### config.mk
export PLATFORM = sky130hd
export DESIGN_NAME = rmmt_ctrl
export DESIGN_NICKNAME = d
export VERILOG_FILES = /design/src/rtl/rmmt_pkg.sv /design/src/rtl/rmmt_ctrl.sv
export SDC_FILE = /design/constraint.sdc
export NUM_CORES = 1
export LEC_CHECK = 0
export BUFFER_PORTS_ARGS = -buffer_cell sky130_fd_sc_hd__clkbuf_2
export CORE_MARGIN = 2
export CORE_UTILIZATION = 50
export CTS_CLUSTER_SIZE = 28
export DETAILED_ROUTE_END_ITERATION = 10
export PLACE_DENSITY = 0.86
export SETUP_SLACK_MARGIN = 0.1
export SLEW_MARGIN = 10
export SYNTH_ARGS = -nofsm -noshare
export SYNTH_HDL_FRONTEND = slang
export SYNTH_SLANG_ARGS = --single-unit
### constraint.sdc
create_clock -name aclk -period 7 [get_ports aclk]
set_input_delay 1.75 -clock aclk [delete_from_list [all_inputs] [get_ports aclk]]
set_output_delay 1.75 -clock aclk [all_outputs]
set_load 0.01 [all_outputs]
### src/rtl/rmmt_pkg.sv
package rmmt_pkg;

    // Default tree geometry.
    localparam int LEAVES_DEF     = 1024;
    localparam int VALUE_BITS_DEF = 16;

    // Fixed field widths of the two channels.
    localparam int LEAF_IDX_BITS  = 10;
    localparam int NEW_VALUE_BITS = 16;
    localparam int RANGE_BITS     = 11;
    localparam int MAX_OUT_BITS   = 16;
    localparam int MIN_OUT_BITS   = 17;

    // Command codes carried on the cmd field.
    typedef enum logic {
        CMD_WRITE = 1'b0,
        CMD_QUERY = 1'b1
    } cmd_e;

    // Sequencer states.
    typedef enum logic [2:0] {
        ST_CLEAR,
        ST_IDLE,
        ST_WR_WALK,
        ST_QRY_WALK,
        ST_QRY_DONE
    } state_t;

    // Strobes from the sequencer to the node memory.
    typedef struct packed {
        logic wr_en;
        logic rd_a_en;
        logic rd_b_en;
    } mem_ctl_t;

endpackage

### src/rtl/rmmt_ctrl.sv
module rmmt_ctrl
    import rmmt_pkg::*;
#(
    parameter int LEAVES     = LEAVES_DEF,
    parameter int VALUE_BITS = VALUE_BITS_DEF,
    localparam int NodeBits  = $clog2(2 * LEAVES)
) (
    input  logic                      aclk,
    input  logic                      aresetn,
    // Input transaction side
    input  logic                      s_valid,
    output logic                      s_ready,
    input  logic                      s_cmd,
    input  logic [LEAF_IDX_BITS-1:0]  s_leaf_index,
    input  logic [NEW_VALUE_BITS-1:0] s_new_value,
    input  logic [RANGE_BITS-1:0]     s_range_left,
    input  logic [RANGE_BITS-1:0]     s_range_right,
    // Finished query towards the output register
    output logic                      res_valid,
    input  logic                      res_ready,
    output logic [VALUE_BITS-1:0]     res_max,
    output logic [VALUE_BITS:0]       res_min,
    // Node memory port
    output mem_ctl_t                  mem_ctl,
    output logic [NodeBits-1:0]       wr_addr,
    output logic [2*VALUE_BITS-1:0]   wr_data,
    output logic [NodeBits-1:0]       rd_a_addr,
    output logic [NodeBits-1:0]       rd_b_addr,
    input  logic [2*VALUE_BITS-1:0]   rd_a_data,
    input  logic [2*VALUE_BITS-1:0]   rd_b_data
);

    localparam int WalkBits = NodeBits + 1;
    localparam int IdxBits  = (WalkBits > RANGE_BITS) ? WalkBits : RANGE_BITS;

    localparam logic [NodeBits-1:0]   NodeLast  = NodeBits'(2 * LEAVES - 1);
    localparam logic [NodeBits-1:0]   NodeRoot  = NodeBits'(1);
    localparam logic [IdxBits-1:0]    LeavesIdx = IdxBits'(LEAVES);
    localparam logic [VALUE_BITS:0]   EmptyMin  = {1'b1, {VALUE_BITS{1'b0}}};

    state_t                 state_reg, state_next;
    logic [NodeBits-1:0]    clr_cnt_reg, clr_cnt_next;
    logic [NodeBits-1:0]    cur_reg, cur_next;
    logic [VALUE_BITS-1:0]  carry_max_reg, carry_max_next;
    logic [VALUE_BITS-1:0]  carry_min_reg, carry_min_next;
    logic [WalkBits-1:0]    a_reg, a_next;
    logic [WalkBits-1:0]    b_reg, b_next;
    logic                   hit_a_reg, hit_a_next;
    logic                   hit_b_reg, hit_b_next;
    logic [VALUE_BITS-1:0]  best_hi_reg, best_hi_next;
    logic [VALUE_BITS:0]    best_lo_reg, best_lo_next;

    logic [VALUE_BITS-1:0]  a_max, a_min, b_max, b_min;
    logic [VALUE_BITS-1:0]  acc_hi;
    logic [VALUE_BITS:0]    acc_lo;
    logic [VALUE_BITS-1:0]  up_max, up_min;
    logic [VALUE_BITS-1:0]  wr_value;
    logic [IdxBits-1:0]     leaf_ext, left_ext, right_ext, left_sat, right_sat;
    logic                   leaf_ok;
    logic [NodeBits-1:0]    leaf_node, parent;
    logic [WalkBits-1:0]    a_init, b_init, b_dec;

    assign a_max = rd_a_data[2*VALUE_BITS-1:VALUE_BITS];
    assign a_min = rd_a_data[VALUE_BITS-1:0];
    assign b_max = rd_b_data[2*VALUE_BITS-1:VALUE_BITS];
    assign b_min = rd_b_data[VALUE_BITS-1:0];

    // Fold the nodes read in the previous cycle into the running query result.
    always_comb begin
        acc_hi = best_hi_reg;
        acc_lo = best_lo_reg;
        if (hit_a_reg) begin
            if (a_max > acc_hi) begin
                acc_hi = a_max;
            end
            if ({1'b0, a_min} < acc_lo) begin
                acc_lo = {1'b0, a_min};
            end
        end
        if (hit_b_reg) begin
            if (b_max > acc_hi) begin
                acc_hi = b_max;
            end
            if ({1'b0, b_min} < acc_lo) begin
                acc_lo = {1'b0, b_min};
            end
        end
    end

    // Parent value on the write path: the carried child against its sibling.
    assign up_max = (a_max > carry_max_reg) ? a_max : carry_max_reg;
    assign up_min = (a_min < carry_min_reg) ? a_min : carry_min_reg;
    assign parent = cur_reg >> 1;

    // Input decoding: leaf node, saturated range bounds and walk start points.
    assign wr_value  = VALUE_BITS'(s_new_value);
    assign leaf_ext  = IdxBits'(s_leaf_index);
    assign leaf_ok   = leaf_ext < LeavesIdx;
    assign leaf_node = NodeBits'(leaf_ext + LeavesIdx);
    assign left_ext  = IdxBits'(s_range_left);
    assign right_ext = IdxBits'(s_range_right);
    assign left_sat  = (left_ext > LeavesIdx) ? LeavesIdx : left_ext;
    assign right_sat = (right_ext > LeavesIdx) ? LeavesIdx : right_ext;
    assign a_init    = WalkBits'(left_sat + LeavesIdx);
    assign b_init    = WalkBits'(right_sat + LeavesIdx);
    assign b_dec     = b_reg - WalkBits'(1);

    // Next state and memory commands.
    always_comb begin
        state_next     = state_reg;
        clr_cnt_next   = clr_cnt_reg;
        cur_next       = cur_reg;
        carry_max_next = carry_max_reg;
        carry_min_next = carry_min_reg;
        a_next         = a_reg;
        b_next         = b_reg;
        hit_a_next     = 1'b0;
        hit_b_next     = 1'b0;
        best_hi_next   = acc_hi;
        best_lo_next   = acc_lo;
        mem_ctl        = '0;
        wr_addr        = clr_cnt_reg;
        wr_data        = '0;
        rd_a_addr      = cur_reg ^ NodeRoot;
        rd_b_addr      = b_dec[NodeBits-1:0];
        s_ready        = 1'b0;
        res_valid      = 1'b0;
        case (state_reg)
            ST_CLEAR: begin
                mem_ctl.wr_en = 1'b1;
                if (clr_cnt_reg == NodeLast) begin
                    state_next = ST_IDLE;
                end else begin
                    clr_cnt_next = clr_cnt_reg + NodeRoot;
                end
            end
            ST_IDLE: begin
                s_ready = 1'b1;
                if (s_valid) begin
                    if (s_cmd == CMD_QUERY) begin
                        a_next       = a_init;
                        b_next       = b_init;
                        best_hi_next = '0;
                        best_lo_next = EmptyMin;
                        state_next   = ST_QRY_WALK;
                    end else if (leaf_ok) begin
                        // Store the leaf and fetch its sibling in the same cycle.
                        mem_ctl.wr_en   = 1'b1;
                        mem_ctl.rd_a_en = 1'b1;
                        wr_addr         = leaf_node;
                        wr_data         = {wr_value, wr_value};
                        rd_a_addr       = leaf_node ^ NodeRoot;
                        cur_next        = leaf_node;
                        carry_max_next  = wr_value;
                        carry_min_next  = wr_value;
                        state_next      = ST_WR_WALK;
                    end
                end
            end
            ST_WR_WALK: begin
                mem_ctl.wr_en = 1'b1;
                wr_addr       = parent;
                wr_data       = {up_max, up_min};
                if (parent == NodeRoot) begin
                    state_next = ST_IDLE;
                end else begin
                    mem_ctl.rd_a_en = 1'b1;
                    rd_a_addr       = parent ^ NodeRoot;
                    cur_next        = parent;
                    carry_max_next  = up_max;
                    carry_min_next  = up_min;
                end
            end
            ST_QRY_WALK: begin
                if (a_reg < b_reg) begin
                    mem_ctl.rd_a_en = a_reg[0];
                    mem_ctl.rd_b_en = b_reg[0];
                    rd_a_addr       = a_reg[NodeBits-1:0];
                    hit_a_next      = a_reg[0];
                    hit_b_next      = b_reg[0];
                    a_next          = (a_reg + WalkBits'(a_reg[0])) >> 1;
                    b_next          = (b_reg - WalkBits'(b_reg[0])) >> 1;
                end else begin
                    // The last reads fold in at this edge.
                    state_next = ST_QRY_DONE;
                end
            end
            ST_QRY_DONE: begin
                res_valid = 1'b1;
                if (res_ready) begin
                    state_next = ST_IDLE;
                end
            end
            default: begin
                state_next = ST_IDLE;
            end
        endcase
    end

    // Control registers.
    always_ff @(posedge aclk) begin
        if (!aresetn) begin
            state_reg   <= ST_CLEAR;
            clr_cnt_reg <= '0;
            hit_a_reg   <= 1'b0;
            hit_b_reg   <= 1'b0;
            best_hi_reg <= '0;
            best_lo_reg <= EmptyMin;
        end else begin
            state_reg   <= state_next;
            clr_cnt_reg <= clr_cnt_next;
            hit_a_reg   <= hit_a_next;
            hit_b_reg   <= hit_b_next;
            best_hi_reg <= best_hi_next;
            best_lo_reg <= best_lo_next;
        end
    end

    // Walk registers.
    always_ff @(posedge aclk) begin
        cur_reg       <= cur_next;
        carry_max_reg <= carry_max_next;
        carry_min_reg <= carry_min_next;
        a_reg         <= a_next;
        b_reg         <= b_next;
    end

    assign res_max = best_hi_reg;
    assign res_min = best_lo_reg;

    // While no node has been folded in, the maximum must still be zero.
    assert property (@(posedge aclk) disable iff (!aresetn)
        best_lo_reg[VALUE_BITS] |-> (best_hi_reg == '0))
        else $error("query maximum moved without a node being folded in");

    // Once a node has been folded in, the minimum cannot exceed the maximum.
    assert property (@(posedge aclk) disable iff (!aresetn)
        !best_lo_reg[VALUE_BITS] |-> (best_lo_reg[VALUE_BITS-1:0] <= best_hi_reg))
        else $error("query minimum above query maximum");

    // Walks never read the unused node zero.
    assert property (@(posedge aclk) disable iff (!aresetn)
        (!mem_ctl.rd_a_en || (rd_a_addr != '0)) && (!mem_ctl.rd_b_en || (rd_b_addr != '0)))
        else $error("walk read node zero");

    // The tree is not modified while a query is in progress.
    assert property (@(posedge aclk) disable iff (!aresetn)
        ((state_reg == ST_QRY_WALK) || (state_reg == ST_QRY_DONE)) |-> !mem_ctl.wr_en)
        else $error("node memory written during a query");

    // A write walk ends by writing the root and returning to idle.
    assert property (@(posedge aclk) disable iff (!aresetn)
        ((state_reg == ST_WR_WALK) && (wr_addr == NodeRoot)) |=> (state_reg == ST_IDLE))
        else $error("write walk did not finish at the root");

endmodule

==> impl_results.md, run 1 <==
- Outcome: finished clean
- Num Clock Sinks: 116
- Max-Cap Viols: 0
- Min Hold Slack: between 500 and 600 ps
- Multi-input gate area: 0.00589 mm²
- Fmax: 161 MHz
- CTS HTree Levels: 4
- CP Data Required Time: about 5300 ps
- Total gr overflow: 0
- Synthesized area: 0.00939 mm²
- DRT Pass-1 Iters: 6
- Minimum clock period: around 6200 ps
- Drt drc: 0
- Worst Reg-to-Reg Cells: 18
- Post-Route Setup TNS: 0 ps
- Area delta synth->final: 20.7%
- Post-synth EDFFs: 67
- Yosys top cell area share: 0.214
- Seq/Total Area, Yosys: 0.319
- Sequential standard cell area: roughly 0.0030 mm²
- Routability cong.: a little under 1
- Worst-path fanout max: 10
- Layout cell share with drive strength beyond 1: 0.217
- Tot GR Track Use: 0.294
- Antenna cells: 0
- R2R setup slack: roughly 2100 ps
- Worst-Margin Slew: around 1200 ps
- Synth top area cells: edfxtp_1 21%, ha_1 14%, dfxtp_1 10%
- Power Density: 216 mW/mm²
- Final Hold Viols: 0
- Root buf cell: clkbuf_16
- Post-cts sizing count: 0
- Post-synth top flop: edfxtp_1
- RR Endpoint: res_min[15]
- Chip height: about 140 µm
- ANT nets after route: 0
- Post-Syn Nets: between 1000 and 1500
- Most frequent cells after synthesis: 115 x nand2_1, 107 x ha_1, 92 x nor2_1, 90 x a21oi_1, 89 x inv_1
- P_leak: approximately 5.0 nW
- Die ar.: about 0.02 mm²
- Clock transition at the registers of the reported paths: ~60 ps
- Max-slew violation count: 0
- Final Util: 0.610
- Port Buf Inserts: between 200 and 250
- CP Launch Type: input port
- Final Cycle Share: 0.885
- Fin nets: around 1500
- Vias in the first global route: slightly above 9000
- Yosys cell types: a little over 60
- Wirelength, routed: roughly 30 mm
- Hold depth: 1
- Reg2reg start: res_min[8]
- Initial antenna violation count: 0
- DR vias: between 9000 and 10000
- Die span in x: 141 µm
- Hold-fix buffers, CTS: 0
- End of the worst hold path: clr_cnt_reg[10]
- Syn avg cell area: about 8.5 µm²
- Placed instance area: about 0.011 mm²
- Drt wl/cell: 19.4 µm
- Max reg flops: 17
- Final instance area: between 0.01 and 0.015 mm²
- Worst Hold Class: flop to flop
- TritonCTS clock tree: built
- Post-layout power: roughly 2.4 mW
- Fin Clk Skew: 10.1 ps
- Core area: roughly 0.019 mm²
- Yosys warnings: 0
- RSZ-0062 raised after global routing: no
- Initial Util: 0.505
- Max_slew headroom: 0.198
- Final setup fails: 0
- Top cell type by total area after synthesis: edfxtp_1
- Skew-Pair Late Insertion Delay: 420 ps
- Largest net degree at the start of global routing: 48
- Routed vias/inst: between 6 and 7
- Max VDD drop: approximately 200 µV
- I/O pin cnt: between 200 and 250
- Hpwl dp: 22.7 mm
- Cell count after synthesis: 1100
- Element type at the critical path end: output port
- Yosys reg bits: between 100 and 150
- Post-CTS Repair Setup Buffers: 0
- First-pass GRT wire length: 46.6 mm
- Cts bufs inserted: 17
- Most numerous cell in the Yosys netlist: nand2_1
- 1st-iter DRT viols: roughly 810
- # fillers: ~1500
- Crit Path Class: input port to output port
- Async SR Flop Fraction: 0
- Worst Path Arrival: ~4400 ps
- Max clock buf depth: 2
- FP Rows: 50
- HP Start: clr_cnt_reg[10]
cell families (layout without fill, tap and decap cells):
logic type,after synthesis,after routing,share of synthesized area
AND/OR/NAND/NOR,352,352,0.178
XOR/XNOR,26,26,0.0242
multiplexers,22,22,0.0236
flip-flops,116,116,0.319
AO/OA/AOI/OAI,336,336,0.255
adder cells (fa/ha/maj),107,107,0.143
buffers and inverters,141,355,0.0580
how the worst max path moves through the flow:
stage,end,from
after floorplan,mem_ctl[1],s_cmd
after global placement,wr_data[16],rd_a_data[26]
after detailed placement,wr_data[18],rd_a_data[29]
after CTS,wr_data[18],rd_a_data[25]
after global routing,wr_data[18],rd_a_data[25]
final,wr_data[11],rd_a_data[9]
placed cells by master (no fill, tap or decap), types with 14 or more instances in the layout:
master,netlist,final
a21o_1,40,40
a21oi_1,90,90
a221o_1,32,32
a221oi_1,18,17
and2_1,22,22
buf_4,1,14
clkbuf_16,0,17
clkbuf_2,0,219
dfxtp_1,49,49
edfxtp_1,67,67
ha_1,107,107
inv_1,89,89
mux2i_1,21,21
nand2_1,115,115
nand3_1,20,20
nand4_1,23,23
nor2_1,92,91
nor3_1,23,23
o21ai_0,55,53
xnor2_1,20,20
final cells by class:
type	instances	share of cell area
inverter	89	0.0295
timing repair buffer	234	0.107
clock inverter	15	0.0160
sequential	116	0.264
multi-input combinational	843	0.520
tap	234	0.0258
clock buffer	17	0.0375
power breakdown:
part	internal, mW	leakage [nW]	switching (mW)
registers	0.791	1.00	0.0478
clock network	0.561	0.283	0.345
logic	0.273	3.76	0.428
per-stage QoR:
stage	instances	worst slack, ps
final	1548	808
after floorplan	1100	999
after global placement	1515	861
after detailed placement	1515	658
after global routing	1548	662
after CTS	1547	660
per-layer routing:
layer | track usage | vias up | wire length (µm)
li1 | - | 4508 | -
met1 | 0.367 | 4549 | 11600
met2 | 0.485 | 597 | 14100
met3 | 0.0594 | 97 | 2920
met4 | 0.147 | 0 | 1340
met5 | 0 | - | 0
critical path, stage by stage:
cell,delay [ps]
clkbuf_2,150
ha_1,330
a21o_1,160
a21o_1,170
a21oi_1,290
o211ai_1,390
a21oi_1,570
buf_4,250
o221ai_1,180
clkbuf_2,190
Note: power is estimated with default switching activity, not from simulation.
==> run 2: changes to the inputs <==
--- a/config.mk
+++ b/config.mk
@@ -7,10 +7,10 @@
 export LEC_CHECK = 0
 export BUFFER_PORTS_ARGS = -buffer_cell sky130_fd_sc_hd__clkbuf_2
 export CORE_MARGIN = 2
-export CORE_UTILIZATION = 50
+export CORE_UTILIZATION = 56
 export CTS_CLUSTER_SIZE = 28
 export DETAILED_ROUTE_END_ITERATION = 10
-export PLACE_DENSITY = 0.86
+export PLACE_DENSITY = 0.92
 export SETUP_SLACK_MARGIN = 0.1
 export SLEW_MARGIN = 10
 export SYNTH_ARGS = -nofsm -noshare
==> constraint.sdc (replaced) <==
create_clock -name aclk -period 6.31 [get_ports aclk]
set_input_delay 1.5775 -clock aclk [delete_from_list [all_inputs] [get_ports aclk]]
set_output_delay 1.5775 -clock aclk [all_outputs]
set_load 0.01 [all_outputs]
==> run 2 against run 1 <==
  * Global-route usage increased by 3.6 points
  * Combinational power rose by 12%
  * Via count up 0.44%
  * Non-clock buffer count up 3
  * Final area rose by 0.14%
  * Total power grew 13%
  * Worst setup slack lost 420 ps
  * Count of clock-buffer cells in the layout increased by 3
  * Die area decreased by 10%
  * Highest routed layer unchanged
==> impl_results.md, run 2 (synthesis gave the netlist of run 1 again) <==
- Final Cycle Share: 0.939
- RSZ-0062 raised after global routing: no
- Drt drc: 0 (unchanged)
- Slowest CP cell: a21oi_1
- Routability cong.: 0.987 (-0.39%)
- Max VDD drop: 201 µV (-0.35%)
- Chip height: 134 µm (-5.4%)
- Layout cell share with drive strength beyond 1: 0.216 (-0.00125)
- Initial antenna violation count: 0 (unchanged)
- Skew-Pair Late Insertion Delay: 420 ps (about the same)
- Fin nets: 1528 (+0.20%)
- Gate family responsible for the most delay along the worst path: compound AO/OA/AOI/OAI gates
- Worst-Margin Slew: 1210 ps (+14.9 ps)
- Total gr overflow: 0 (unchanged)
- Core area: 0.0165 mm² (-11%)
- Crit Path Class: input port to output port
- Placed cells: 1505 (-0.66%)
- Routed vias/inst: 6.37 (+1.2%)
- Fin Clk Skew: 10.2 ps (+0.123 ps)
- Element type at the critical path end: output port
- Non-Filler Instances: 1537 (-0.71%)
- Post-Route Setup TNS: 0 ps (unchanged)
- # fillers: 1270 (-18%)
- Initial Util: 0.570 (+0.0649)
- Die ar.: 0.0178 mm² (-10%)
- Minimum clock period: around 6000 ps
- Antenna cells: 0 (unchanged)
- Die span in x: 134 µm (-5.4%)
- Max reg flops: 17 (unchanged)
- Wirelength, routed: 30.0 mm (-0.15%)
- I/O pin cnt: 220 (unchanged)
- Final Hold Viols: 0 (unchanged)
- First-pass GRT wire length: 46.8 mm (+0.31%)
- Multi-input gate area: 0.00590 mm² (about the same)
- Worst Hold Class: flop to flop
- Worst-path fanout max: 10 (unchanged)
- Max_slew headroom: 0.188 (-0.00997)
- Fmax: around 170 MHz
- Hold-fix buffers, CTS: 0 (unchanged)
- Sequential standard cell area: 0.00299 mm² (unchanged)
- 1st-iter DRT viols: 886 (+9.5%)
- Hpwl dp: 22.3 mm (-1.8%)
- Max-Cap Viols: 0 (unchanged)
- Max stage delay on crit path: 560 ps (about the same)
- Post-cts sizing count: 0 (unchanged)
- Vias in the first global route: 9370 (+1.6%)
- Drt wl/cell: 19.5 µm (+0.56%)
- Crit-path cells: clkbuf_2, ha_1, a21o_1, a21o_1, a21oi_1, o211ai_1, a21oi_1, buf_4, o221ai_1, clkbuf_2
- CTS HTree Levels: 4 (unchanged)
- Min Hold Slack: 535 ps (+17.2 ps)
- Tot GR Track Use: 0.330 (+0.0364)
- Area delta synth->final: 20.9%
- Outcome: finished clean
- Num Clock Sinks: 116 (unchanged)
- CP Launch Type: input port
- TritonCTS clock tree: built
- DR vias: 9794 (+0.44%)
- Worst Path Arrival: 4350 ps (-90 ps)
- Max-slew violation count: 0 (unchanged)
- Cts bufs inserted: 17 (unchanged)
- Final setup fails: 0 (unchanged)
- CP Data Required Time: 4730 ps (-520 ps)
- P_leak: 5.08 nW (+0.68%)
- WP buf/inv: 3 (unchanged)
- Port Buf Inserts: 219 (unchanged)
- Max clock buf depth: 2 (unchanged)
- Power Density: 244 mW/mm² (+13%)
- FP Rows: 47 (-6.0%)
- ANT nets after route: 0 (unchanged)
- Largest net degree at the start of global routing: 47 (-2.1%)
- Post-CTS Repair Setup Buffers: 0 (unchanged)
- Most frequent cells in the layout: 219 x clkbuf_2, 115 x nand2_1, 107 x ha_1
- DRT Pass-1 Iters: 7 (+1)
- Commonest non-fill, non-tap cell in the layout: clkbuf_2
- Root buf cell: clkbuf_16
- Clock transition at the registers of the reported paths: 50 ps (about the same)
==> run 2: cell count changes in the layout (fill, tap and decap cells not counted), sizes merged <==
cell / delta
clkinvlp: -4
bufinv: +2
clkbuf: +3
clkinv: +1
buf: +3
inv: -2
==> run 2: tightest hold or removal path: cells and delay by family (launching register included) <==
kind               cells  cell delay [ps]
AOI/OAI and AO/OA      2              150
DFF                    1              330
==> run 2: final timing paths <==
kind	start	to	slack (ps)	cells past startpoint
max	rd_a_data[9]	wr_data[7]	380	10
max reg2reg	res_min[8]	res_min[11]	1520	17
min reg2reg	clr_cnt_reg[5]	clr_cnt_reg[5]	530	2
min	clr_cnt_reg[5]	clr_cnt_reg[5]	530	2
==> run 2: where the power goes <==
group	leakage (nW)	switching, mW	total (mW)	internal [mW]
combinational	3.77	0.482	0.785	0.303
sequential	1.00	0.0531	0.931	0.878
clock	0.304	0.357	1.05	0.694
==> run 2: cell type report <==
cell class | instances | share of cell area
repair buffers | 237 | 0.108
inverters | 89 | 0.0294
clock buffers | 20 | 0.0385
clock inverters | 12 | 0.0163
well taps | 220 | 0.0242
multi-input cells | 843 | 0.519
flip-flops and latches | 116 | 0.264
==> run 2: routing by layer <==
layer / GRT usage / vias up / part of all wire
li1: - / 4512 / -
met1: 0.411 / 4552 / 0.39
met2: 0.540 / 608 / 0.47
met3: 0.0609 / 122 / 0.087
met4: 0.189 / 0 / 0.054
met5: 0 / - / 0
==> run 2: metrics by stage <==
step | setup WS [ps] | cell area, µm² | power [mW] | utilization
6_report | 385 | 11400 | 2.77 | 0.689
2_1_floorplan | 654 | 9390 | 1.41 | -
4_1_cts | 462 | 11400 | 2.75 | 0.689
3_5_place_dp | 433 | 10700 | 1.71 | 0.652
5_1_grt | 262 | 11400 | 2.88 | 0.689
3_3_place_gp | 317 | 10700 | 1.68 | 0.651
==> run 3: changes to the inputs <==
--- a/config.mk
+++ b/config.mk
@@ -5,12 +5,15 @@
 export SDC_FILE = /design/constraint.sdc
 export NUM_CORES = 1
 export LEC_CHECK = 0
+export ABC_AREA = 1
 export BUFFER_PORTS_ARGS = -buffer_cell sky130_fd_sc_hd__clkbuf_2
+export CELL_PAD_IN_SITES_DETAIL_PLACEMENT = 2
+export CELL_PAD_IN_SITES_GLOBAL_PLACEMENT = 2
 export CORE_MARGIN = 2
-export CORE_UTILIZATION = 56
+export CORE_UTILIZATION = 30
 export CTS_CLUSTER_SIZE = 28
 export DETAILED_ROUTE_END_ITERATION = 10
-export PLACE_DENSITY = 0.92
+export PLACE_DENSITY = 0.9
 export SETUP_SLACK_MARGIN = 0.1
 export SLEW_MARGIN = 10
 export SYNTH_ARGS = -nofsm -noshare
==> run 3 against run 2 <==
  * First-iteration DRC count fell by 52%
  * Critical path depth rose by 2
  * Global-route usage fell by 8.4 points
  * Clock skew rose by 3.1 ps
  * Combinational power rose by 21%
  * Total power rose by 4.1%
  * Register-to-register slack improved by 290 ps
  * Area after synthesis fell by 1.1%
  * Final area barely moved
  * Core utilization fell by 32 points
  * Critical endpoint is now wr_data[20]
  * Largest cell class unchanged
  * Largest power group unchanged
==> impl_results.md, run 3 <==
- Outcome: finished clean
- Yosys top cell area share: 0.217 (+0.00245)
- Power Density: 254 mW/mm² (+4.0%)
- Hold-fix buffers, CTS: 0 (unchanged)
- Post-cts sizing count: 0 (unchanged)
- Wirelength, routed: 39.8 mm (+33%)
- Fin Clk Skew: 13.3 ps (+3.11 ps)
- # fillers: 3700 (+190%)
- Max clock buf depth: 2 (unchanged)
- Skew-Pair Late Insertion Delay: 450 ps (+30 ps)
- Drt drc: 0 (unchanged)
- Root buf cell: clkbuf_16
- Post-CTS Repair Setup Buffers: 0 (unchanged)
- DR vias: 10300 (+5.0%)
- Worst Hold Class: flop to flop
- Area delta synth->final: 22.3%
- RSZ-0062 raised after global routing: no
- Max stage delay on crit path: 620 ps (+60 ps)
- Final Cycle Share: 0.934 (-0.00488)
- Largest net degree at the start of global routing: 41 (-13%)
- 1st-iter DRT viols: 425 (-52%)
- Commonest non-fill, non-tap cell in the layout: nand2_1
- Worst-path fanout max: 32 (+22)
- Slowest CP cell: o21ai_0
- Tot GR Track Use: 0.246 (-0.0840)
- Cts bufs inserted: 17 (unchanged)
- Final setup fails: 0 (unchanged)
- Vias in the first global route: 11500 (+23%)
- Post-Route Setup TNS: 0 ps (unchanged)
- Max reg flops: 17 (unchanged)
- Seq/Total Area, Yosys: 0.322 (+0.00365)
- Most numerous cell in the Yosys netlist: nand2_1
- Final instance area: 0.0114 mm² (about the same)
- Max VDD drop: 197 µV (-2.2%)
- Worst-Margin Slew: 1130 ps (-82.4 ps)
- Total gr overflow: 0 (unchanged)
- Routability cong.: 0.857 (-13%)
- Final Util: 0.372 (-0.317)
- Fin nets: 1751 (+15%)
- Die ar.: 0.0324 mm² (+82%)
- FP Rows: 64 (+36%)
- Clock transition at the registers of the reported paths: 60 ps (about the same)
- Yosys cell types: 43 (-30%)
- Cell count after synthesis: 1321 (+20%)
- Port Buf Inserts: 219 (unchanged)
- Core area: 0.0305 mm² (+85%)
- Most frequent cells in the layout: 364 x nand2_1, 219 x clkbuf_2, 158 x inv_1
- Post-synth top flop: edfxtp_1
- Layout cell share with drive strength beyond 1: 0.179 (-0.0371)
- Crit Path Class: input port to output port
- Yosys warnings: 0 (unchanged)
- Fmax: 170 MHz (+0.52%)
- I/O pin cnt: 220 (unchanged)
- Routed vias/inst: 5.31 (-17%)
- Crit-path cells: clkbuf_2, ha_1, nand2_1, o21ai_0, nand2_1, o211ai_1, nand2_1, o211ai_1, nand2_1, o21ai_0, nand2_1, clkbuf_2
- Async SR Flop Fraction: 0 (unchanged)
- ANT nets after route: 0 (unchanged)
- Initial antenna violation count: 2 (+2)
- Num Clock Sinks: 116 (unchanged)
- Max-slew violation count: 0 (unchanged)
- Most frequent CP cell: nand2_1
- Minimum clock period: 5890 ps (-30.8 ps)
- Min Hold Slack: 485 ps (-49.0 ps)
- Sequential standard cell area: 0.00299 mm² (unchanged)
- Placed instance area: 0.0108 mm² (+0.40%)
- DRT Pass-1 Iters: 4 (-3)
- Die span in x: 180 µm (+35%)
- Multi-input gate area: 0.00549 mm² (-7.0%)
- Chip height: 180 µm (+35%)
- Most frequent cells after synthesis: 365 x nand2_1, 158 x inv_1, 134 x nor2_1, 107 x ha_1, 101 x o21ai_0
- Final Hold Viols: 0 (unchanged)
- Top cell type by total area after synthesis: edfxtp_1
- Synthesized area: 0.00929 mm² (-1.1%)
- Post-Syn Nets: 1545 (+17%)
- CP Data Required Time: 4730 ps (about the same)
- Worst Path Arrival: 4320 ps (-30 ps)
- CP Launch Type: input port
- P_leak: 5.75 nW (+13%)
- Post-synth EDFFs: 67 (unchanged)
- Synth top area cells: edfxtp_1 22%, nand2_1 15%, ha_1 14%
- TritonCTS clock tree: built
- Max_slew headroom: 0.244 (+0.0553)
- Syn avg cell area: 7.03 µm² (-18%)
- Max-Cap Viols: 0 (unchanged)
- Element type at the critical path end: output port
- Yosys reg bits: 116 (unchanged)
- Drt wl/cell: 20.5 µm (+5.3%)
- First-pass GRT wire length: 63.0 mm (+35%)
- CTS HTree Levels: 4 (unchanged)
- Initial Util: 0.304 (-0.266)
- Hpwl dp: 30.3 mm (+36%)
==> run 3: critical path, delay by kind of cell <==
family	cells	cell delay, ps
and+or+nand+nor	5	1030
buffers and inverters	2	290
adders and majority gates	1	310
AOI/OAI and AO/OA	4	1100
==> run 3: where the power goes <==
| group | total (mW) | switching [mW] | internal, mW |
|---|---|---|---|
| Sequential | 0.943 | 0.0461 | 0.897 |
| Clock | 0.987 | 0.386 | 0.600 |
| Combinational | 0.951 | 0.663 | 0.288 |
==> run 3: final timing paths <==
check	slack, ps	endpoint	from	cells after the start
worst min-delay path	490	res_min[16]	hit_b_reg	1
worst min register to register	490	res_min[16]	hit_b_reg	1
worst max-delay path	420	wr_data[20]	rd_a_data[19]	12
worst max register to register	1810	res_max[0]	res_max[3]	21
==> run 3: area by class of cell <==
| type | count | share of cell area |
|---|---|---|
| clock buffer | 29 | 0.0496 |
| sequential | 116 | 0.264 |
| tap | 396 | 0.0436 |
| antenna | 2 | 0.000441 |
| multi-input combinational | 999 | 0.483 |
| inverter | 164 | 0.0542 |
| timing repair buffer | 229 | 0.104 |
| clock inverter | 3 | 0.00132 |
==> run 3: routing by layer <==
metal,up-vias,track usage,part of all wire
met4,0,0.0930,0.031
met5,-,0,0
met3,88,0.0397,0.040
li1,4829,-,-
met2,283,0.455,0.52
met1,5088,0.284,0.41
==> run 3: logic make-up (layout without fill, tap and decap cells) <==
| kind of cell | after synthesis | in the layout | share of synthesized area |
|---|---|---|---|
| other | 0 | 2 | 0 |
| buffers and inverters | 206 | 425 | 0.0872 |
| flip-flops | 116 | 116 | 0.322 |
| AO/OA/AOI/OAI | 235 | 235 | 0.143 |
| adder cells (fa/ha/maj) | 107 | 107 | 0.144 |
| AND/OR/NAND/NOR | 647 | 647 | 0.294 |
| XOR/XNOR | 10 | 10 | 0.00943 |
==> run 3: through the flow <==
| step | power, mW | worst slack (ps) | std cells |
|---|---|---|---|
| after floorplan | 1.48 | 1710 | 1321 |
| after global placement | 1.82 | 783 | 1904 |
| after detailed placement | 1.89 | 596 | 1904 |
| after CTS | 2.90 | 435 | 1936 |
| after global routing | 3.03 | 173 | 1936 |
| final | 2.88 | 416 | 1938 |
